**config.mk**
```make
export PLATFORM = sky130hd
export DESIGN_NAME = reversible_deque_buffer_top_flat
export DESIGN_NICKNAME = d
export VERILOG_FILES = /design/src/sv/rdb_pkg.sv /design/src/sv/rdb_req_if.sv /design/src/sv/rdb_rsp_if.sv /design/src/sv/reversible_deque_buffer_top.sv /design/src/sv/rdb_ctrl.sv /design/src/sv/rdb_mem.sv /design/src/flat_wrapper.sv
export SDC_FILE = /design/constraint.sdc
export NUM_CORES = 1
export LEC_CHECK = 0
export ABC_CLOCK_PERIOD_IN_PS = 6600
export BUFFER_PORTS_ARGS = -buffer_cell sky130_fd_sc_hd__buf_2
export CAP_MARGIN = 20
export CORE_MARGIN = 5
export CORE_UTILIZATION = 40
export CTS_BUF_LIST = sky130_fd_sc_hd__clkbuf_16
export CTS_CLUSTER_DIAMETER = 80
export DETAILED_ROUTE_END_ITERATION = 8
export HOLD_SLACK_MARGIN = 0.1
export PLACE_DENSITY_LB_ADDON = 0.2
export RECOVER_POWER = 100
export SETUP_SLACK_MARGIN = 0.5
export SLEW_MARGIN = 20
export SYNTH_ARGS = -nofsm -noshare
export SYNTH_HDL_FRONTEND = slang
export SYNTH_HIERARCHICAL = 1
export SYNTH_SLANG_ARGS = --single-unit
```
**constraint.sdc**
```tcl
create_clock -name clk -period 6.6 [get_ports clk]
set_clock_uncertainty 0.1 [all_clocks]
set_input_delay 1.32 -clock clk [delete_from_list [all_inputs] [get_ports clk]]
set_output_delay 1.32 -clock clk [all_outputs]
set_load 0.02 [all_outputs]
```
**src/sv/rdb_pkg.sv**
```systemverilog
// Package for the reversible deque buffer: action codes, port field widths
// and the status word passed from the control logic to the result stage.
// No dependencies.
`default_nettype none

package rdb_pkg;

    // Fixed widths of the item fields on the channels
    localparam int ACTION_W = 3;
    localparam int VALUE_W  = 32;
    localparam int COUNT_W  = 5;

    // Request codes; the three unused codes are ignored
    typedef enum logic [ACTION_W-1:0] {
        ACT_APPEND  = 3'd0,
        ACT_INSERT  = 3'd1,
        ACT_REMOVE  = 3'd2,
        ACT_PEEK    = 3'd3,
        ACT_REVERSE = 3'd4
    } rdb_action_t;

    // Per-item status computed with the request
    typedef struct packed {
        logic               success;
        logic               is_empty;
        logic [COUNT_W-1:0] entry_count;
    } rdb_status_t;

endpackage

`default_nettype wire

```
**src/sv/rdb_req_if.sv**
```systemverilog
// Request channel of the reversible deque buffer: valid/ready plus the
// action code and entry value. Depends on rdb_pkg.
`default_nettype none

interface rdb_req_if;
    logic                        valid;
    logic                        ready;
    logic [rdb_pkg::ACTION_W-1:0] action;
    logic [rdb_pkg::VALUE_W-1:0]  entry_value;

    modport source (output valid, output action, output entry_value, input ready);
    modport sink   (input valid, input action, input entry_value, output ready);
endinterface

`default_nettype wire

```
**src/sv/rdb_rsp_if.sv**
```systemverilog
// Result channel of the reversible deque buffer: valid/ready plus success,
// front entry, count and empty flag. Depends on rdb_pkg.
`default_nettype none

interface rdb_rsp_if;
    logic                        valid;
    logic                        ready;
    logic                        success;
    logic [rdb_pkg::VALUE_W-1:0]  front_value;
    logic [rdb_pkg::COUNT_W-1:0]  entry_count;
    logic                        is_empty;

    modport source (output valid, output success, output front_value,
                    output entry_count, output is_empty, input ready);
    modport sink   (input valid, input success, input front_value,
                    input entry_count, input is_empty, output ready);
endinterface

`default_nettype wire

```
**src/sv/reversible_deque_buffer_top.sv**
```systemverilog
// Reversible deque buffer, top level: pointer control, slot store and the
// result register. Depends on rdb_pkg, rdb_req_if, rdb_rsp_if, rdb_ctrl, rdb_mem.
//
// A bounded double-ended queue of DEPTH entries. Each request item (append,
// front insert, remove, peek, reverse) gives one result item in the cycle after
// it is accepted, so the block sustains one item per clock while results are
// taken. The result sits in an output register; a new request is taken whenever
// that register is empty or its result is being taken in the same cycle. The
// front entry of the result comes from the slot store's single read port, whose
// registered read data forms part of the result register. The store needs no
// clearing after reset: only written slots are ever shown.
`default_nettype none

module reversible_deque_buffer_top #(
    parameter int DEPTH      = 16,
    parameter int DATA_WIDTH = 32
) (
    input  wire logic  clk,
    input  wire logic  rst_n,
    rdb_req_if.sink    req,
    rdb_rsp_if.source  rsp
);

    localparam int PW = $clog2(DEPTH);

    logic                  accept;
    logic                  rsp_valid_reg;
    logic                  wr_en;
    logic [PW-1:0]         wr_addr;
    logic [DATA_WIDTH-1:0] wr_data;
    logic [PW-1:0]         rd_addr;
    logic [DATA_WIDTH-1:0] rd_data;
    logic [DATA_WIDTH+rdb_pkg::VALUE_W-1:0] rd_ext;
    rdb_pkg::rdb_status_t  status;
    rdb_pkg::rdb_status_t  status_reg;

    // Take a request when the result register is free or draining
    assign req.ready = !rsp_valid_reg || rsp.ready;
    assign accept    = req.valid && req.ready;

    rdb_ctrl #(
        .DEPTH      (DEPTH),
        .DATA_WIDTH (DATA_WIDTH)
    ) u_ctrl (
        .clk         (clk),
        .rst_n       (rst_n),
        .accept      (accept),
        .action      (req.action),
        .entry_value (req.entry_value),
        .wr_en       (wr_en),
        .wr_addr     (wr_addr),
        .wr_data     (wr_data),
        .rd_addr     (rd_addr),
        .status      (status)
    );

    rdb_mem #(
        .DEPTH      (DEPTH),
        .DATA_WIDTH (DATA_WIDTH)
    ) u_mem (
        .clk     (clk),
        .wr_en   (wr_en),
        .wr_addr (wr_addr),
        .wr_data (wr_data),
        .rd_en   (accept),
        .rd_addr (rd_addr),
        .rd_data (rd_data)
    );

    // Result valid
    always_ff @(posedge clk or negedge rst_n)
    begin
        if (!rst_n)
        begin
            rsp_valid_reg <= 1'b0;
        end
        else if (accept)
        begin
            rsp_valid_reg <= 1'b1;
        end
        else if (rsp.ready)
        begin
            rsp_valid_reg <= 1'b0;
        end
    end

    // Result status, loaded with each accepted item
    always_ff @(posedge clk)
    begin
        if (accept)
        begin
            status_reg <= status;
        end
    end

    // Front entry is zero when the queue is empty
    assign rd_ext = {{rdb_pkg::VALUE_W{1'b0}}, rd_data};

    assign rsp.valid       = rsp_valid_reg;
    assign rsp.success     = status_reg.success;
    assign rsp.entry_count = status_reg.entry_count;
    assign rsp.is_empty    = status_reg.is_empty;
    assign rsp.front_value = status_reg.is_empty ? '0 : rd_ext[rdb_pkg::VALUE_W-1:0];

endmodule

`default_nettype wire

```
**src/sv/rdb_ctrl.sv**
```systemverilog
// Pointer control of the reversible deque buffer: front slot, entry count
// and direction flag, plus the slot store write and read addresses.
// Depends on rdb_pkg.
`default_nettype none

module rdb_ctrl #(
    parameter  int DEPTH      = 16,
    parameter  int DATA_WIDTH = 32,
    localparam int PW         = $clog2(DEPTH),
    localparam int CW         = $clog2(DEPTH + 1)
) (
    input  wire logic                          clk,
    input  wire logic                          rst_n,
    input  wire logic                          accept,
    input  wire logic [rdb_pkg::ACTION_W-1:0]  action,
    input  wire logic [rdb_pkg::VALUE_W-1:0]   entry_value,
    output logic                               wr_en,
    output logic [PW-1:0]                      wr_addr,
    output logic [DATA_WIDTH-1:0]              wr_data,
    output logic [PW-1:0]                      rd_addr,
    output rdb_pkg::rdb_status_t               status
);

    logic [PW-1:0] front_reg, front_next;
    logic [CW-1:0] count_reg, count_next;
    logic          flag_reg, flag_next;
    logic          ok;
    logic          not_empty, not_full;
    rdb_pkg::rdb_action_t act;
    logic [DATA_WIDTH+rdb_pkg::VALUE_W-1:0] value_ext;
    logic [CW+rdb_pkg::COUNT_W-1:0]         count_ext;

    // Slot that lies steps logical places from base, going up or down
    function automatic logic [PW-1:0] slot_at(input logic [PW-1:0] base,
                                              input logic [CW-1:0] steps,
                                              input logic rev);
        logic [PW:0] b;
        logic [PW:0] d;
        logic [PW:0] span;
        logic [PW:0] fwd;
        logic [PW:0] bwd;
        b    = {1'b0, base};
        d    = (PW+1)'(steps);
        span = (PW+1)'(DEPTH);
        fwd  = b + d;
        if (fwd >= span)
        begin
            fwd = fwd - span;
        end
        bwd = (b >= d) ? (b - d) : (b + span - d);
        return rev ? bwd[PW-1:0] : fwd[PW-1:0];
    endfunction

    assign act       = rdb_pkg::rdb_action_t'(action);
    assign not_empty = (count_reg != '0);
    assign not_full  = (count_reg != CW'(DEPTH));

    // Keep the low DATA_WIDTH bits of the entry, zero-filled when wider
    assign value_ext = {{DATA_WIDTH{1'b0}}, entry_value};
    assign wr_data   = value_ext[DATA_WIDTH-1:0];

    // Next pointer state for the request
    always_comb
    begin
        front_next = front_reg;
        count_next = count_reg;
        flag_next  = flag_reg;
        ok         = 1'b0;
        wr_en      = 1'b0;
        wr_addr    = slot_at(front_reg, count_reg, flag_reg);
        unique case (act)
            rdb_pkg::ACT_APPEND:
            begin
                if (not_full)
                begin
                    wr_en      = accept;
                    count_next = count_reg + CW'(1);
                    ok         = 1'b1;
                end
            end
            rdb_pkg::ACT_INSERT:
            begin
                // front insert is ignored on an empty queue
                if (not_empty && not_full)
                begin
                    front_next = slot_at(front_reg, CW'(1), !flag_reg);
                    wr_en      = accept;
                    wr_addr    = front_next;
                    count_next = count_reg + CW'(1);
                    ok         = 1'b1;
                end
            end
            rdb_pkg::ACT_REMOVE:
            begin
                if (not_empty)
                begin
                    front_next = slot_at(front_reg, CW'(1), flag_reg);
                    count_next = count_reg - CW'(1);
                    ok         = 1'b1;
                end
            end
            rdb_pkg::ACT_PEEK:
            begin
                ok = not_empty;
            end
            rdb_pkg::ACT_REVERSE:
            begin
                // old back entry becomes the front, direction flips
                if (not_empty)
                begin
                    front_next = slot_at(front_reg, count_reg - CW'(1), flag_reg);
                    flag_next  = !flag_reg;
                    ok         = 1'b1;
                end
            end
            default:
            begin
            end
        endcase
    end

    // Front entry after the request is read back for the result
    assign rd_addr   = front_next;
    assign count_ext = {{rdb_pkg::COUNT_W{1'b0}}, count_next};

    assign status.success     = ok;
    assign status.is_empty    = (count_next == '0);
    assign status.entry_count = count_ext[rdb_pkg::COUNT_W-1:0];

    // Pointer state registers
    always_ff @(posedge clk or negedge rst_n)
    begin
        if (!rst_n)
        begin
            front_reg <= '0;
            count_reg <= '0;
            flag_reg  <= 1'b0;
        end
        else if (accept)
        begin
            front_reg <= front_next;
            count_reg <= count_next;
            flag_reg  <= flag_next;
        end
    end

endmodule

`default_nettype wire

```
**src/sv/rdb_mem.sv**
```systemverilog
// Slot store of the reversible deque buffer: one write port and one read
// port with registered read data and write-to-read forwarding. No dependencies.
`default_nettype none

module rdb_mem #(
    parameter  int DEPTH      = 16,
    parameter  int DATA_WIDTH = 32,
    localparam int PW         = $clog2(DEPTH)
) (
    input  wire logic                  clk,
    input  wire logic                  wr_en,
    input  wire logic [PW-1:0]         wr_addr,
    input  wire logic [DATA_WIDTH-1:0] wr_data,
    input  wire logic                  rd_en,
    input  wire logic [PW-1:0]         rd_addr,
    output logic [DATA_WIDTH-1:0]      rd_data
);

    logic [DATA_WIDTH-1:0] mem [DEPTH];
    logic [DATA_WIDTH-1:0] rd_data_reg;

    // Write port
    always_ff @(posedge clk)
    begin
        if (wr_en)
        begin
            mem[wr_addr] <= wr_data;
        end
    end

    // Read port; an entry written in the same cycle is forwarded
    always_ff @(posedge clk)
    begin
        if (rd_en)
        begin
            if (wr_en && (wr_addr == rd_addr))
            begin
                rd_data_reg <= wr_data;
            end
            else
            begin
                rd_data_reg <= mem[rd_addr];
            end
        end
    end

    assign rd_data = rd_data_reg;

endmodule

`default_nettype wire

```
**src/flat_wrapper.sv**
```systemverilog
// flat-port wrapper written by rule: the top's interface ports become plain ports
module reversible_deque_buffer_top_flat 
#(
    parameter int DEPTH      = 16,
    parameter int DATA_WIDTH = 32
)
  (clk, rst_n, req_valid, req_action, req_entry_value, req_ready, rsp_valid, rsp_success, rsp_front_value, rsp_entry_count, rsp_is_empty, rsp_ready);
  rdb_req_if req_i ();
  rdb_rsp_if rsp_i ();
  input  wire logic clk;
  input  wire logic rst_n;
  input wire logic [$bits(req_i.valid)-1:0] req_valid;
  input wire logic [$bits(req_i.action)-1:0] req_action;
  input wire logic [$bits(req_i.entry_value)-1:0] req_entry_value;
  output wire logic [$bits(req_i.ready)-1:0] req_ready;
  output wire logic [$bits(rsp_i.valid)-1:0] rsp_valid;
  output wire logic [$bits(rsp_i.success)-1:0] rsp_success;
  output wire logic [$bits(rsp_i.front_value)-1:0] rsp_front_value;
  output wire logic [$bits(rsp_i.entry_count)-1:0] rsp_entry_count;
  output wire logic [$bits(rsp_i.is_empty)-1:0] rsp_is_empty;
  input wire logic [$bits(rsp_i.ready)-1:0] rsp_ready;
  assign req_i.valid = req_valid;
  assign req_i.action = req_action;
  assign req_i.entry_value = req_entry_value;
  assign req_ready = req_i.ready;
  assign rsp_valid = rsp_i.valid;
  assign rsp_success = rsp_i.success;
  assign rsp_front_value = rsp_i.front_value;
  assign rsp_entry_count = rsp_i.entry_count;
  assign rsp_is_empty = rsp_i.is_empty;
  assign rsp_i.ready = rsp_ready;
  reversible_deque_buffer_top #(.DEPTH(DEPTH), .DATA_WIDTH(DATA_WIDTH)) u_core (.clk(clk), .rst_n(rst_n), .req(req_i), .rsp(rsp_i));
endmodule
```
==> reports/results.txt <==
1st-iter DRT viols -> 939
DRC viols -> 0
Synth Area in Compound Gates -> 0.0316
crit end category -> register
DIE WIDTH -> 248 µm
Tcrit/Tclk final -> 0.845
NumNets Final -> 1,270
Hold Crit Class -> reg -> reg
clock slew at reported path FFs -> 0.06 ns
Die Area -> 61,700 µm²
leading cell type in the layout, fill and taps excluded -> edfxtp_1
core box area -> 56,400 µm²
Synth Register Bits -> 562
synthesized cell area -> 22,700 µm²
total power -> 11.8 mW
Hold Buf Count CTS -> 0
Initial Util -> 0.403
# setup viols final -> 0
row count -> 87
CTS tree -> yes
EDFF count, synth -> 551
post_cts resized -> 0
status -> complete, but fails checks
main combinational cell family by area after synthesis -> multiplexers
post-synth net total -> 1,195
Primary FF master, synth -> edfxtp_1
routed len/inst -> 25.8 µm
Clock Tree Root -> clkbuf_16
hpwl dp -> 28,400 µm
CTS Buffer Depth -> 3
failing checks -> max-capacitance violations, max-slew violations
initial antenna violation count -> 3
CP max-delay cell -> nor2_1
post-route ant nets -> 0
Clock Latency Late Sink -> 0.60 ns
first-pass GRT wire length -> 77,100 µm
largest net degree at the start of global routing -> 101
Fin Hold WS -> 0.434 ns
I/O pin count -> 80
First-pass DRT Iterations -> 5
share of layout cells above drive strength 1 -> 0.223
peak supply drop -> 305 µV
PD cells -> 464 nW/µm²
fraction of registers with async set/reset -> 0.0196
Max Clock Freq -> 0.179 GHz
Worst path max stage delay -> 1.76 ns
post-detailed-routing wire length -> 52,000 µm
syn avg cell area -> 19.9 µm²
Fin Setup TNS -> 0 ns
CTS H-tree depth -> 2
synth warn -> 6
Max Transition Viols Final -> 192
TritonCTS sink count -> 562
critical path arrival -> 5.73 ns
actual slew at the worst max-slew pin -> 3.86 ns
global route overflow -> 0
WP data required -> 6.76 ns
maxcap violations -> 10
Fill cells -> 4,889
Port-buffer cells -> 79
number of CTS-inserted buffers -> 56
type of origin of the critical path -> register
pre-CTS WS -> 1.57 ns
Leakage Power -> 8.04 nW
Gate Count Post-Synth -> 1,143
post-route cell area -> 25,500 µm²
gr usage total -> 0.165
DP Area -> 24,000 µm²
simple logic cell fraction of the synthesized area -> 0.0376
Netlist cell types -> 52
Post-CTS Setup Bufs -> 0
Hold Fails Final Rpt -> 0
vias in the first global route -> 11,400
post-route minimum period -> 5.58 ns
post-synthesis adder-cell area fraction -> 0.00781
RSZ-0062 raised after global routing -> false
Largest register FFs -> 512
Synth Area in XOR/XNOR -> 0.0100
post-DR vias/cell -> 5.44
CP max FO -> 17
critical path type -> reg -> reg
Slew headroom -> -1.57
via count -> 11,000
worst path cell trace -> inv_1 > ha_1 > or3b_1 > and3_1 > o21ai_0 > nand3b_1 > nor2_1 > buf_4
mux contribution to synthesized area -> 0.148
register area share after synthesis -> 0.740
area grow syn2layout -> 12.2%
Setup WS post-layout -> 1.02 ns
most frequent cells in the layout -> 551 x edfxtp_1, 129 x mux4_2, 93 x clkbuf_1
Chip Height -> 248 µm
GPL Wtd Cong -> 0.762
[metal layers]
layer  global-route usage  share of wire
met2                0.264           0.48
met5                    0        0.00038
met1                0.242           0.46
met3               0.0273          0.048
met4               0.0374          0.016
[where the power goes]
group          internal, mW  switching (mW)
Clock                  1.75            1.30
Sequential             4.37           0.165
Combinational          1.88            2.39
[per-stage QoR]
step / std cells / utilization
after floorplan: 1143 / -
after global placement: 1916 / 0.426
after detailed placement: 1916 / 0.426
after CTS: 2017 / 0.457
after global routing: 2017 / 0.452
final: 2018 / 0.452
[critical path: cells and delay by family (launching register included)]
family | cells | cell delay [ns]
buf+inv | 2 | 0.76
fa+ha+maj | 1 | 0.33
flops | 1 | 0.50
compound gates | 1 | 0.56
simple gates | 4 | 2.96
[path summary, 6_finish.rpt]
kind / slack [ns] / depth (start not counted) / to / start
min in group asynchronous: 0.66 / 1 / u_core/u_ctrl/front_reg[2] / rst_n
min reg2reg: 0.43 / 2 / u_core/rsp.valid / u_core/rsp.valid
max reg2reg: 1.02 / 8 / u_core/u_mem/mem[6][3] / u_core/u_ctrl/count_reg[0]
min: 0.43 / 2 / u_core/rsp.valid / u_core/rsp.valid
max: 1.02 / 8 / u_core/u_mem/mem[6][3] / u_core/u_ctrl/count_reg[0]
max in group asynchronous: 5.27 / 1 / u_core/u_ctrl/count_reg[0] / rst_n
[cell type report]
cell class              count  area [µm²]  area share
clock inverters            44         330      0.0130
clock buffers              57        1430      0.0559
repair buffers            113         532      0.0209
well taps                 756         946      0.0371
diodes                      1        2.50   0.0000981
flip-flops and latches    562       16800       0.660
inverters                  10        40.0     0.00157
multi-input cells         475        5410       0.212
[synth_stat cells (6+ instances only)]
master	count	area share
edfxtp_1	551	0.73
mux2_2	36	0.018
mux4_2	129	0.13
o21ai_0	8	0.0018
nor2_1	35	0.0058
nand2_1	53	0.0087
xor2_1	6	0.0023
xnor2_1	20	0.0077
buf_4	36	0.012
buf_1	6	0.00099
nor2b_1	36	0.0099
nand2b_1	6	0.0017
inv_1	10	0.0017
a22oi_1	62	0.020
ha_1	11	0.0061
buf_2	20	0.0044
clkbuf_1	31	0.0051
nand3_1	6	0.0013
nor3_1	6	0.0013
a21oi_1	12	0.0026
dfrtp_1	11	0.012
[kinds of logic (layout without fill, tap and decap cells)]
kind of cell | Yosys count | after routing
adders and majority gates | 13 | 13
AOI/OAI and AO/OA | 102 | 102
DFF | 562 | 562
buffers and inverters | 106 | 224
and+or+nand+nor | 165 | 165
muxes | 169 | 169
other | 0 | 1
xor gates and xnor gates | 26 | 26
Power figures use the tool's default switching activity.
